`config.mk`:
```
export PLATFORM = sky130hd
export DESIGN_NAME = double_ended_queue
export DESIGN_NICKNAME = d
export VERILOG_FILES = /design/src/hw/rtl/deq_pkg.sv /design/src/hw/rtl/deq_ram.sv /design/src/hw/rtl/deq_ctrl.sv /design/src/hw/rtl/deq_resp.sv /design/src/hw/rtl/double_ended_queue.sv
export SDC_FILE = /design/constraint.sdc
export NUM_CORES = 1
export LEC_CHECK = 0
export BUFFER_PORTS_ARGS = -buffer_cell sky130_fd_sc_hd__buf_2
export CAP_MARGIN = 20
export CELL_PAD_IN_SITES_DETAIL_PLACEMENT = 0
export CELL_PAD_IN_SITES_GLOBAL_PLACEMENT = 1
export CORE_AREA = 4 4 216 218
export DETAILED_ROUTE_END_ITERATION = 8
export DIE_AREA = 0 0 220 222
export PLACE_DENSITY_LB_ADDON = 0.1
export SLEW_MARGIN = 20
export SYNTH_ARGS = -nofsm -noshare
export SYNTH_HDL_FRONTEND = slang
export SYNTH_HIERARCHICAL = 1
export SYNTH_SLANG_ARGS = --single-unit
```
`constraint.sdc`:
```
create_clock -name clock -period 6.32 [get_ports clock]
set_input_delay 0.316 -clock clock [delete_from_list [all_inputs] [get_ports clock]]
set_output_delay 0.316 -clock clock [all_outputs]
set_load 0.01 [all_outputs]
```
`src/hw/rtl/deq_pkg.sv`:
```
`default_nettype none
// ----------------------------------------------------------------------------
// deq_pkg: shared types and constants of the double-ended queue
// Storage geometry, beat layouts, operation and status codes, and the
// circular index helper used by the pointer logic.
// ----------------------------------------------------------------------------
package deq_pkg;

   localparam int DEPTH    = 16;
   localparam int WIDTH    = 32;
   localparam int ADDR_W   = (DEPTH > 1) ? $clog2(DEPTH) : 1;
   localparam int CNT_W    = $clog2(DEPTH + 1);
   localparam int OP_W     = 3;
   localparam int VALUE_W  = 32;
   localparam int POS_W    = 8;
   localparam int COUNT_W  = 5;
   localparam int STATUS_W = 2;
   localparam int CMP_W    = (CNT_W > POS_W) ? CNT_W : POS_W;

   typedef enum logic [OP_W-1:0] {
      OP_PUSH_BACK  = 3'd0,
      OP_POP_BACK   = 3'd1,
      OP_PUSH_FRONT = 3'd2,
      OP_POP_FRONT  = 3'd3,
      OP_READ       = 3'd4
   } deq_op_type;

   typedef enum logic [STATUS_W-1:0] {
      ST_OK    = 2'd0,
      ST_FULL  = 2'd1,
      ST_EMPTY = 2'd2,
      ST_RANGE = 2'd3
   } deq_status_type;

   typedef struct packed {
      logic [OP_W-1:0]           operation;
      logic signed [VALUE_W-1:0] value;
      logic [POS_W-1:0]          position;
   } deq_req_type;

   typedef struct packed {
      logic signed [VALUE_W-1:0] read_data;
      logic [COUNT_W-1:0]        element_count;
      logic [STATUS_W-1:0]       status;
   } deq_rsp_type;

   // Result of the decision stage, waiting for the memory read data.
   typedef struct packed {
      logic           use_mem;
      logic [CNT_W-1:0] count;
      deq_status_type status;
   } deq_issue_type;

   // Circular add of an offset below DEPTH to a slot index.
   function automatic logic [ADDR_W-1:0] wrap_add(input logic [ADDR_W-1:0] base,
                                                  input logic [ADDR_W-1:0] offset);
      logic [ADDR_W:0] sum;
      sum = {1'b0, base} + {1'b0, offset};
      if (sum >= (ADDR_W+1)'(DEPTH)) begin
         sum = sum - (ADDR_W+1)'(DEPTH);
      end
      return sum[ADDR_W-1:0];
   endfunction

endpackage
`default_nettype wire

```
`src/hw/rtl/deq_ram.sv`:
```
`default_nettype none
// ----------------------------------------------------------------------------
// deq_ram: generic single-port synchronous RAM
// One access per cycle at a single address, a write, a read or both, with the read data registered.
// ----------------------------------------------------------------------------
module deq_ram #(
   parameter int WIDTH = 32,
   parameter int DEPTH = 16
) (
   input  wire logic                          clock,
   input  wire logic                          we,
   input  wire logic                          re,
   input  wire logic [$clog2(DEPTH)-1:0]      addr,
   input  wire logic [WIDTH-1:0]              wdata,
   output      logic [WIDTH-1:0]              rdata
);

   logic [WIDTH-1:0] mem_ff [DEPTH];
   logic [WIDTH-1:0] rdata_ff;

   always_ff @(posedge clock) begin
      if (we) begin
         mem_ff[addr] <= wdata;
      end
      if (re) begin
         rdata_ff <= mem_ff[addr];
      end
   end

   assign rdata = rdata_ff;

endmodule
`default_nettype wire

```
`src/hw/rtl/deq_ctrl.sv`:
```
`default_nettype none
// ----------------------------------------------------------------------------
// deq_ctrl: head pointer, fill count and memory access decision
// Decides each operation in its accept cycle, updates the pointers and
// drives the single memory access the operation needs, if it needs one.
// ----------------------------------------------------------------------------
module deq_ctrl (
   input  wire logic                          clock,
   input  wire logic                          reset,
   input  wire logic                          take,
   input  wire deq_pkg::deq_req_type          req,
   output      logic                          ram_we,
   output      logic                          ram_re,
   output      logic [deq_pkg::ADDR_W-1:0]    ram_addr,
   output      logic [deq_pkg::WIDTH-1:0]     ram_wdata,
   output      deq_pkg::deq_issue_type        issue
);

   logic [deq_pkg::ADDR_W-1:0] head_ff, head_in;
   logic [deq_pkg::CNT_W-1:0]  count_ff, count_in;
   logic                       full, empty;
   logic [deq_pkg::ADDR_W-1:0] back_slot, last_slot, pos_slot, prev_head;

   assign full      = (count_ff == deq_pkg::CNT_W'(deq_pkg::DEPTH));
   assign empty     = (count_ff == '0);
   assign back_slot = deq_pkg::wrap_add(head_ff, deq_pkg::ADDR_W'(count_ff));
   assign last_slot = deq_pkg::wrap_add(head_ff, deq_pkg::ADDR_W'(count_ff - 1'b1));
   assign pos_slot  = deq_pkg::wrap_add(head_ff, deq_pkg::ADDR_W'(req.position));
   assign prev_head = (head_ff == '0) ? deq_pkg::ADDR_W'(deq_pkg::DEPTH - 1)
                                      : head_ff - 1'b1;

   always_comb begin
      head_in       = head_ff;
      count_in      = count_ff;
      ram_we        = 1'b0;
      ram_re        = 1'b0;
      ram_addr      = head_ff;
      ram_wdata     = deq_pkg::WIDTH'(unsigned'(req.value));
      issue.use_mem = 1'b0;
      issue.status  = deq_pkg::ST_OK;
      unique case (deq_pkg::deq_op_type'(req.operation))
         deq_pkg::OP_PUSH_BACK: begin
            if (full) begin
               issue.status = deq_pkg::ST_FULL;
            end else begin
               ram_we   = take;
               ram_addr = back_slot;
               count_in = count_ff + 1'b1;
            end
         end
         deq_pkg::OP_PUSH_FRONT: begin
            if (full) begin
               issue.status = deq_pkg::ST_FULL;
            end else begin
               ram_we   = take;
               ram_addr = prev_head;
               head_in  = prev_head;
               count_in = count_ff + 1'b1;
            end
         end
         deq_pkg::OP_POP_BACK: begin
            if (empty) begin
               issue.status = deq_pkg::ST_EMPTY;
            end else begin
               count_in = count_ff - 1'b1;
            end
         end
         deq_pkg::OP_POP_FRONT: begin
            if (empty) begin
               issue.status = deq_pkg::ST_EMPTY;
            end else begin
               head_in  = deq_pkg::wrap_add(head_ff, deq_pkg::ADDR_W'(1));
               count_in = count_ff - 1'b1;
            end
         end
         deq_pkg::OP_READ: begin
            if (deq_pkg::CMP_W'(req.position) < deq_pkg::CMP_W'(count_ff)) begin
               ram_re        = take;
               ram_addr      = pos_slot;
               issue.use_mem = 1'b1;
            end else begin
               issue.status = deq_pkg::ST_RANGE;
               if (!empty) begin
                  ram_re        = take;
                  ram_addr      = last_slot;
                  issue.use_mem = 1'b1;
               end
            end
         end
         default: begin
         end
      endcase
      issue.count = count_in;
   end

   always_ff @(posedge clock) begin
      if (reset) begin
         head_ff  <= '0;
         count_ff <= '0;
      end else if (take) begin
         head_ff  <= head_in;
         count_ff <= count_in;
      end
   end

endmodule
`default_nettype wire

```
`src/hw/rtl/deq_resp.sv`:
```
`default_nettype none
// ----------------------------------------------------------------------------
// deq_resp: read-data stage and result register
// Joins the decision with the memory read data and holds the result beat
// until it is taken.
// ----------------------------------------------------------------------------
module deq_resp (
   input  wire logic                          clock,
   input  wire logic                          reset,
   input  wire logic                          take,
   input  wire deq_pkg::deq_issue_type        issue,
   input  wire logic [deq_pkg::WIDTH-1:0]     ram_rdata,
   output      logic                          open,
   output      logic                          rsp_valid,
   input  wire logic                          rsp_ready,
   output      deq_pkg::deq_rsp_type          rsp_data
);

   logic                   s1_valid_ff, s1_valid_in;
   deq_pkg::deq_issue_type s1_issue_ff;
   logic                   rsp_valid_ff, rsp_valid_in;
   deq_pkg::deq_rsp_type   rsp_data_ff, rsp_data_in;
   logic                   advance;

   // The memory output only changes on a new read, which needs this stage open.
   assign advance = s1_valid_ff && (!rsp_valid_ff || rsp_ready);
   assign open    = !s1_valid_ff || advance;

   always_comb begin
      s1_valid_in  = take ? 1'b1 : (advance ? 1'b0 : s1_valid_ff);
      rsp_valid_in = advance ? 1'b1 : (rsp_ready ? 1'b0 : rsp_valid_ff);
      rsp_data_in.read_data     = s1_issue_ff.use_mem
                                  ? deq_pkg::VALUE_W'(ram_rdata) : '0;
      rsp_data_in.element_count = deq_pkg::COUNT_W'(s1_issue_ff.count);
      rsp_data_in.status        = s1_issue_ff.status;
   end

   always_ff @(posedge clock) begin
      if (reset) begin
         s1_valid_ff  <= 1'b0;
         rsp_valid_ff <= 1'b0;
      end else begin
         s1_valid_ff  <= s1_valid_in;
         rsp_valid_ff <= rsp_valid_in;
      end
   end

   always_ff @(posedge clock) begin
      if (take) begin
         s1_issue_ff <= issue;
      end
      if (advance) begin
         rsp_data_ff <= rsp_data_in;
      end
   end

   assign rsp_valid = rsp_valid_ff;
   assign rsp_data  = rsp_data_ff;

endmodule
`default_nettype wire

```
`src/hw/rtl/double_ended_queue.sv`:
```
`default_nettype none
// Path: an accepted beat's decision and memory read data are held in the read-data stage and then
// move into the result register, which holds the result beat until the consumer takes it.
// Throughput: one beat per cycle, sustained while the consumer takes results, set by the single
// memory port, which every operation uses at most once.
// Reset clears the head pointer and the fill count; the element memory is not
// cleared, since no entry is read before it is written.
// ----------------------------------------------------------------------------
// double_ended_queue: bounded deque on a circular buffer
// Pushes and pops at either end and indexed reads, with full, empty and
// out-of-range status reported on every result beat.
// ----------------------------------------------------------------------------
module double_ended_queue (
   input  wire logic                  clock,
   input  wire logic                  reset,
   input  wire logic                  req_valid,
   output      logic                  req_ready,
   input  wire deq_pkg::deq_req_type  req_data,
   output      logic                  rsp_valid,
   input  wire logic                  rsp_ready,
   output      deq_pkg::deq_rsp_type  rsp_data
);

   // A request beat is taken whenever the read-data stage is free or moves
   // on in the same cycle, so a stalled result never blocks more than one
   // extra beat in flight.
   logic                        take;
   logic                        open;
   logic                        ram_we, ram_re;
   logic [deq_pkg::ADDR_W-1:0]  ram_addr;
   logic [deq_pkg::WIDTH-1:0]   ram_wdata, ram_rdata;
   deq_pkg::deq_issue_type      issue;

   assign req_ready = open;
   assign take      = req_valid && req_ready;

   // Pointer and count logic. Each operation is decided in its accept cycle,
   // so the next beat sees the updated head and count without any bypass.
   deq_ctrl u_ctrl (
      .clock     (clock),
      .reset     (reset),
      .take      (take),
      .req       (req_data),
      .ram_we    (ram_we),
      .ram_re    (ram_re),
      .ram_addr  (ram_addr),
      .ram_wdata (ram_wdata),
      .issue     (issue)
   );

   // Element storage. A write and a later read of the same slot fall in
   // different cycles, so the registered read always returns current data.
   deq_ram #(
      .WIDTH (deq_pkg::WIDTH),
      .DEPTH (deq_pkg::DEPTH)
   ) u_ram (
      .clock (clock),
      .we    (ram_we),
      .re    (ram_re),
      .addr  (ram_addr),
      .wdata (ram_wdata),
      .rdata (ram_rdata)
   );

   // Read-data stage and the result register that faces the consumer.
   deq_resp u_resp (
      .clock     (clock),
      .reset     (reset),
      .take      (take),
      .issue     (issue),
      .ram_rdata (ram_rdata),
      .open      (open),
      .rsp_valid (rsp_valid),
      .rsp_ready (rsp_ready),
      .rsp_data  (rsp_data)
   );

   // The count never passes the capacity.
   a_count_bound: assert property (@(posedge clock) disable iff (reset)
      rsp_valid |-> (rsp_data.element_count <= deq_pkg::COUNT_W'(deq_pkg::DEPTH)))
      else $error("element count beyond capacity");

   // A full rejection is only reported with a full store.
   a_full_count: assert property (@(posedge clock) disable iff (reset)
      (rsp_valid && rsp_data.status == deq_pkg::ST_FULL)
      |-> (rsp_data.element_count == deq_pkg::COUNT_W'(deq_pkg::DEPTH)))
      else $error("full status with room left");

   // An empty rejection is only reported with an empty store.
   a_empty_count: assert property (@(posedge clock) disable iff (reset)
      (rsp_valid && rsp_data.status == deq_pkg::ST_EMPTY)
      |-> (rsp_data.element_count == '0))
      else $error("empty status with elements stored");

   // An out-of-range read of an empty store returns zero.
   a_range_empty: assert property (@(posedge clock) disable iff (reset)
      (rsp_valid && rsp_data.status == deq_pkg::ST_RANGE
       && rsp_data.element_count == '0) |-> (rsp_data.read_data == '0))
      else $error("data returned from an empty store");

endmodule
`default_nettype wire
```
==> out/results.md, run 1 <==
| Quantity | Reported |
|:---|:---|
| Worst-Skew Late Latency | 620 ps |
| Post-synth top area cell | edfxtp_1 |
| Count of buffers from port buffering | 87 |
| Critical path endpoint category | flop |
| Syn nets | 1253 |
| Number of instances resized during post-cts repair | 0 |
| Share of the cycle needed by the critical path after routing | 0.780 |
| Total routing usage reported by global routing | 0.213 |
| Areal power density over the cells | 329 mW/mm2 |
| Static Leak | 0.00871 uW |
| I/O pin total | 88 |
| Final count of hold timing violations | 0 |
| TritonCTS clock tree | yes |
| Maximum resistive drop on vdd | 0.276 mV |
| Area growth syn-to-layout | 13.3% |
| Largest net degree at the start of global routing | 81 |
| Actual slew at the worst max-slew pin | 1150 ps |
| Routed wirelength normalized by instance count | 26.5 um |
| Initial core utilization | 0.530 |
| Vias | 11500 |
| Core box area | 0.0449 mm2 |
| Arrival time of the worst setup path | 5190 ps |
| Syn Area/Cell | 20.1 um2 |
| Post-detailed-route DRC marker count | 0 |
| Total negative slack for setup checks | 0 ps |
| Crit Path Max Fanout | 21 |
| RSZ-0062 raised after global routing | false |
| Time the worst path needs with I/O delays and setup | 4930 ps |
| Core Rows | 78 |
| Clock Sinks | 602 |
| Most common cell in the netlist | edfxtp_1 |
| Clock Tree Root | clkbuf_16 |
| Final antenna diode count | 0 |
| Crit start category | flop |
| Routability Congestion | 0.817 |
| Number of nets in the final layout | 1335 |
| Chip Width | 220 um |
| Final count of pins violating max slew | 0 |
| Largest buffer count on any clock path | 3 |
| Layout cells sized above 1 | 0.306 |
| Cell types occupying the most area after synthesis | edfxtp_1 (75%), mux4_2 (12%), a22oi_1 (2.1%) |
| Post-synthesis async set-or-reset flop share | 0 |
| Area enclosed by the die boundary | 0.0488 mm2 |
| Detailed-route wire length | 50.7 mm |
| Fraction of post-synthesis cell area in the top cell type by area | 0.745 |
| Via count of the first global-routing pass | 11900 |
| Count of TritonRoute iterations in the first routing pass | 5 |
| Vert. Die Dim | 222 um |
| Required time of the worst setup path | 6580 ps |
| Library cells used by synthesis | 66 |
| Most instantiated cells after synthesis | edfxtp_1 (591), mux4_2 (128), a22oi_1 (66) |
| Wire length of the first global-routing pass | 76.9 mm |
| Highest clock frequency the design can meet | 203 MHz |
| Antenna viol nets, final | 0 |
| Relative slew margins | 0.230 |
| Overflow left after global routing | 0 |
| # Max-Cap Violations | 0 |
| Post-synthesis sequential element count | 602 |
| Outcome | completed |
| Cells after Synth | 1185 |
| DRT iter0 DRCs | 986 |
| Worst Setup Path Type | flop to flop |
| Total of endpoints with negative setup slack in the final report | 0 |
| Path type of the worst min-delay path | input port to flop |
| Number of flops mapped to enable cells by yosys | 591 |
| Clock-pin slew of the registers on the worst-case setup and hold paths | 60 ps |
| Clock skew after layout | 26.8 ps |
| Depth of the CTS H-tree | 2 |
| Via density per instance | 6.00 |
| Initial antenna violation count | 1 |
| Half-perimeter wire length after detailed placement | 28.8 mm |
| Warnings from Yosys | 6 |
| Number of CTS-inserted buffers | 59 |
| Portion of the post-synthesis area used by sequential elements | 0.754 |
| End-of-flow core utilization | 0.601 |
| Primary FF master, synth | edfxtp_1 |
| Netlist Area Pre-Place | 0.0238 mm2 |
-- power by group --
| group | leakage [uW] | internal [uW] | switching [uW] |
|---|---|---|---|
| Clock | 0.000989 | 2190 | 1460 |
| Combinational | 0.00228 | 312 | 445 |
| Sequential | 0.00544 | 4450 | 25.8 |
-- cell type report --
class,instances,area [um2]
inverters,15,56.3
clock buffers,69,1540
flip-flops and latches,602,18000
fillers,3285,17900
clock inverters,43,507
repair buffers,117,801
well taps,600,751
multi-input cells,472,5380
-- per-stage QoR --
stage / hold WS, ps / cells / power, uW / area (um2) / setup slack, ps
2_1_floorplan: 385 / 1185 / 5110 / 23800 / 899
3_3_place_gp: 406 / 1800 / 5330 / 24800 / 1470
3_5_place_dp: 405 / 1804 / 5330 / 24900 / 1400
4_1_cts: 29.8 / 1917 / 8980 / 27000 / 1360
5_1_grt: 63.6 / 1918 / 9210 / 27000 / 1080
6_report: 64.2 / 1918 / 8890 / 27000 / 1390
-- worst paths after layout --
kind,end,depth (start not counted),startpoint,slack (ps)
worst max register to register,u_ram/mem_ff[7][15],11,u_ctrl/count_ff[2],1390
worst min register to register,u_resp/rsp_data[0],0,u_resp/rsp_data_in[0],410
worst max-delay path,u_ram/mem_ff[7][15],11,u_ctrl/count_ff[2],1390
worst min-delay path,u_ctrl/head_ff[1],2,reset,60
-- routing by layer --
metal  share of wire  track usage  routed length [um]
met5               0            0                   0
met4           0.019       0.0559                 971
met3           0.054       0.0312                2760
met2            0.50        0.341               25400
met1            0.43        0.312               21600
-- timing repair --
item	in CTS	in global routing
hold endpoints to repair	1	0
hold buffers	1	0
buffers inserted	0	0
-- critical path, cell delays in order (launching register included) --
cell     delay (ps)
dfxtp_1         660
inv_1           190
ha_1            340
a21o_1          180
a31oi_1         280
o21ai_1         270
mux2_2          290
nand2_1          80
a31oi_4         660
nand2_1         460
nor2_4          680
buf_4           470
-- registers in the layout, summed over array words and instances, names as in the netlist --
signal and count:
u_resp/s1_valid_ff 1, u_ctrl/count_ff 5, u_resp/s1_issue_ff 1, u_resp/rsp_data 39
u_ram/mem_ff 512, u_resp/rsp_valid 1, u_ctrl/head_ff 4, u_resp/rsp_data_in 7
u_ram/rdata 32
-- cells in the final DEF, fill, tap and decap left out, types with 4 or more instances in the layout --
cell,count
edfxtp_1,591
mux4_2,128
buf_2,87
a22oi_1,66
clkbuf_16,60
nand2_1,51
and2_2,34
nor2_1,23
buf_4,20
a21oi_1,19
ha_1,18
inv_1,15
clkinv_1,13
nor2_4,13
o21ai_0,12
clkinv_2,11
bufinv_16,11
dfxtp_1,11
clkbuf_1,9
nand3_1,8
o21ai_1,6
a31oi_1,6
nand2b_1,5
nor3_1,5
xnor2_1,5
nor3_2,5
clkinvlp_4,4
o22ai_1,4
o211ai_1,4
nand3b_1,4
buf_16,4
buf_12,4
-- cells by family after synthesis --
| kind of cell | share of synthesized area |
|---|---|
| flip-flops | 0.754 |
| AO/OA/AOI/OAI | 0.0415 |
| AND/OR/NAND/NOR | 0.0398 |
| multiplexers | 0.122 |
| buffers and inverters | 0.0268 |
| adder cells (fa/ha/maj) | 0.0120 |
| XOR/XNOR | 0.00363 |
No activity file was read; power rests on OpenSTA's default activity.
==> run 2, diff against run 1 <==
--- a/config.mk
+++ b/config.mk
@@ -5,13 +5,14 @@
 export SDC_FILE = /design/constraint.sdc
 export NUM_CORES = 1
 export LEC_CHECK = 0
+export ABC_AREA = 1
 export BUFFER_PORTS_ARGS = -buffer_cell sky130_fd_sc_hd__buf_2
 export CAP_MARGIN = 20
 export CELL_PAD_IN_SITES_DETAIL_PLACEMENT = 0
 export CELL_PAD_IN_SITES_GLOBAL_PLACEMENT = 1
-export CORE_AREA = 4 4 216 218
+export CORE_AREA = 4 4 246 248
 export DETAILED_ROUTE_END_ITERATION = 8
-export DIE_AREA = 0 0 220 222
+export DIE_AREA = 0 0 250 252
 export PLACE_DENSITY_LB_ADDON = 0.1
 export SLEW_MARGIN = 20
 export SYNTH_ARGS = -nofsm -noshare
==> constraint.sdc (replaced) <==
create_clock -name clock -period 4 [get_ports clock]
set_input_delay 0.2 -clock clock [delete_from_list [all_inputs] [get_ports clock]]
set_output_delay 0.2 -clock clock [all_outputs]
set_load 0.01 [all_outputs]
==> run 2 against run 1 <==
Fmax up 36%. Flip-flop and latch count unchanged. First-iteration DRC count increased by 16%. Critical path type unchanged. Clock-buffer cell count grew 17. Global-route usage down 0.65 points.
==> out/results.md, run 2 <==
| Quantity | Reported |
|:---|:---|
| Commonest non-fill, non-tap cells in the layout | nand2_1 (1478), edfxtp_1 (591), inv_1 (140) |
| Max reg flops | 512 |
| Number of cell instances on the worst register-to-register path | 20 |
| Fraction of post-synthesis cell area in the top cell type by area | 0.680 |
| Syn Area/Cell | 10.4 um2 |
| RSZ-0062 raised after global routing | false |
| Cell-by-cell trace of the critical path | inv_1, ha_1, xor2_1, ha_1, nand3_1, nand3_1, inv_1, nand2_1, nand3_1, nand2_1, nand3_1, nand2_1, nand3_1, nand2_1, inv_2, buf_4, nand2_1, nand2_1, inv_1, nand2_1 |
| Cell with the largest stage delay on the worst path | nand2_1 |
| Min setup slack post-route | 390 ps |
| Half-perimeter wire length after detailed placement | 35.5 mm |
| Number of CTS-inserted buffers | 68 |
| Via density per instance | 4.89 |
| Post-synthesis async set-or-reset flop share | 0 |
| Count of TritonRoute iterations in the first routing pass | 5 |
| Routability Congestion | 0.843 |
| Proportion of power drawn by flip-flops and latches | 0.478 |
| Clock skew after layout | 18.8 ps |
| Final count of hold timing violations | 0 |
| Time the worst path needs with I/O delays and setup | 3610 ps |
| Share of the cycle needed by the critical path after routing | 0.903 |
| Number of buffers inserted by post-CTS setup repair | 0 |
| Number of nets in the final layout | 2695 |
| Core box area | 0.0585 mm2 |
| Largest net degree at the start of global routing | 127 |
| Crit Path Max Fanout | 21 |
| Largest buffer count on any clock path | 3 |
| Most instantiated cells after synthesis | nand2_1 (1478), edfxtp_1 (591), inv_1 (143) |
| Area enclosed by the die boundary | 0.0630 mm2 |
| Critical path endpoint category | flop |
| Clk pwr share | 0.398 |
| Number of buffers and inverters on the critical path | 5 |
| Number of placed instances with taps included | 3300 |
| Non-Filler Instances | 3450 |
| Core Rows | 89 |
| Syn nets | 2590 |
| Primary FF master, synth | edfxtp_1 |
| Most common cell in the netlist | nand2_1 |
| Layout cells sized above 1 | 0.104 |
| Via count of the first global-routing pass | 16200 |
| Cell types occupying the most area after synthesis | edfxtp_1 (68%), nand2_1 (21%), inv_1 (2.1%) |
| Critical path capture point | u_ram/rdata[9] |
| Capturing point of the worst reg2reg path | u_ram/rdata[9] |
| Portion of the post-synthesis area used by sequential elements | 0.688 |
| Initial core utilization | 0.447 |
| Kind of cell adding the most delay to the critical path | simple AND/OR/NAND/NOR gates |
| Count of buffers from port buffering | 87 |
| Vert. Die Dim | 252 um |
| DRT iter0 DRCs | 1148 |
| Cells after Synth | 2522 |
| Most common cell after layout, fill and taps aside | nand2_1 |
| Clock-pin slew of the registers on the worst-case setup and hold paths | 60 ps |
| Routed wirelength normalized by instance count | 18.9 um |
| Switching share of power | 0.256 |
| Top cell by count, worst path | nand2_1 |
| Design internal power | 11000 uW |
| Highest clock frequency the design can meet | 277 MHz |
| Netlist Area Pre-Place | 0.0261 mm2 |
| Reg-to-reg slack, setup | 390 ps |
| Number of flops mapped to enable cells by yosys | 591 |
| Post-synthesis sequential element count | 602 |
| Wire length of the first global-routing pass | 99.5 mm |
| I/O pin total | 88 |
| Relative slew margins | 0.512 |
| Required time of the worst setup path | 4340 ps |
| Worst-Skew Late Latency | 600 ps |
| Maximum resistive drop on vdd | 0.327 mV |
| Clock Tree Root | clkbuf_16 |
| Area growth syn-to-layout | 13.8% |
| Detailed-route wire length | 65.4 mm |
| Register bank with the most flops | u_ram/mem_ff |
| Crit. Startpoint | u_ctrl/count_ff[0] |
| Final count of pins violating max slew | 0 |
| Post-synth top area cell | edfxtp_1 |
| Final antenna diode count | 0 |
| Depth of the CTS H-tree | 3 |
| Switch Pwr | 3800 uW |
| Areal power density over the cells | 500 mW/mm2 |
| Initial antenna violation count | 0 |
| Final total power | 14800 uW |
| Dpl ws | 389 ps |
| Antenna viol nets, final | 0 |
| Path type of the worst min-delay path | input port to flop |
| Crit start category | flop |
| Total negative slack for setup checks | 0 ps |
| Overflow left after global routing | 0 |
| Post-detailed-route DRC marker count | 0 |
| Actual slew at the worst max-slew pin | 732 ps |
| Arrival time of the worst setup path | 3950 ps |
| Warnings from Yosys | 6 |
| Chip Width | 250 um |
| Launch point of the worst reg-to-reg path | u_ctrl/count_ff[0] |
| Clock Sinks | 602 |
| TritonCTS clock tree | yes |
| Vias | 16900 |
| Library cells used by synthesis | 38 |
| Total of fill cells in the finished design | 5306 |
| Comb power frac | 0.124 |
| Static Leak | 0.0126 uW |
| Worst Setup Path Type | flop to flop |
| Logic depth of the worst path, buffers included | 20 |
| # Max-Cap Violations | 0 |
| Outcome | completed |
| Total of endpoints with negative setup slack in the final report | 0 |
| Total routing usage reported by global routing | 0.206 |
| Slowest cell delay on critical path | 470 ps |
## run 2: cell count changes in the layout (fill, tap and decap cells not counted), sizes merged, moves of 7 or more
| cell | previous run | this run |
|---|---|---|
| nand2 | 51 | 1480 |
| inv | 16 | 154 |
| mux4 | 128 | 0 |
| a22oi | 66 | 0 |
| and2 | 37 | 1 |
| nand3 | 8 | 38 |
| dlygate4sd3 | 1 | 30 |
| buf | 116 | 144 |
| clkbuf | 69 | 86 |
| nor3 | 11 | 1 |
| a31oi | 8 | 0 |
| bufinv | 11 | 4 |
## run 2: area by class of cell
class / count / area (um2) / area share
flip-flops and latches: 602 / 18000 / 0.605
multi-input cells: 1631 / 6750 / 0.227
clock buffers: 86 / 1810 / 0.0610
repair buffers: 174 / 1350 / 0.0455
well taps: 773 / 967 / 0.0326
inverters: 150 / 571 / 0.0192
clock inverters: 34 / 290 / 0.00977
## run 2: how the worst min path moves through the flow
| stage | start | endpoint | slack (ps) | cells past startpoint |
|---|---|---|---|---|
| after CTS | req_data[22] | u_ram/mem_ff[3][14] | 1 | 1 |
| after global placement | u_resp/rsp_data_in[2] | u_resp/rsp_data[2] | 410 | 0 |
| after global routing | req_data[22] | u_ram/mem_ff[9][14] | 30 | 1 |
| final | req_data[22] | u_ram/mem_ff[4][14] | 30 | 1 |
| after detailed placement | u_resp/rsp_data_in[4] | u_resp/rsp_data[4] | 410 | 0 |
| after floorplan | reset | u_resp/rsp_valid | 270 | 1 |
## run 2: logic make-up after synthesis
logic type / Yosys count / synth area share
and+or+nand+nor: 1563 / 0.230
DFF: 602 / 0.688
buffers and inverters: 289 / 0.0590
AOI/OAI and AO/OA: 37 / 0.00843
adders and majority gates: 21 / 0.0109
xor gates and xnor gates: 10 / 0.00335
## run 2: timing repair
action / in CTS / in global routing
endpoints found under the hold margin: 431 / 0
hold buffers: 30 / 0
gates resized for setup: 0 / 0
## run 2: power groups by stage
stage / Combinational, uW / Clock, uW / Sequential (uW)
floorplan: 1330 / 0 / 7220
global placement: 1840 / 0 / 7220
detailed placement: 1840 / 0 / 7230
CTS: 1870 / 6080 / 7100
global route: 2110 / 6350 / 7100
finish: 1840 / 5910 / 7100
## run 2: through the flow
stage / util / cell area (um2) / hold slack, ps
floorplan: - / 26100 / 269
global placement: 0.467 / 27300 / 406
detailed placement: 0.467 / 27300 / 405
CTS: 0.508 / 29700 / 1.18
global route: 0.508 / 29700 / 29.0
finish: 0.508 / 29700 / 29.8
## run 2: layer usage
metal / share of wire / GRT usage / vias to the layer above
met5: 0 / 0 / -
met4: 0.022 / 0.0586 / 0
met3: 0.042 / 0.0289 / 92
met2: 0.47 / 0.342 / 352
met1: 0.46 / 0.289 / 8149
li1: - / - / 8290
## run 2: worst reg2reg max path: stages, from the launching register on
cell     delay (ps)
dfxtp_1         440
inv_1           170
ha_1            270
xor2_1          170
ha_1            360
nand3_1          90
nand3_1          90
inv_1            50
nand2_1          70
nand3_1          60
nand2_1          60
nand3_1          70
nand2_1          70
nand3_1         270
nand2_1         470
inv_2            70
buf_4           280
nand2_1         130
nand2_1          50
inv_1            60
nand2_1          50
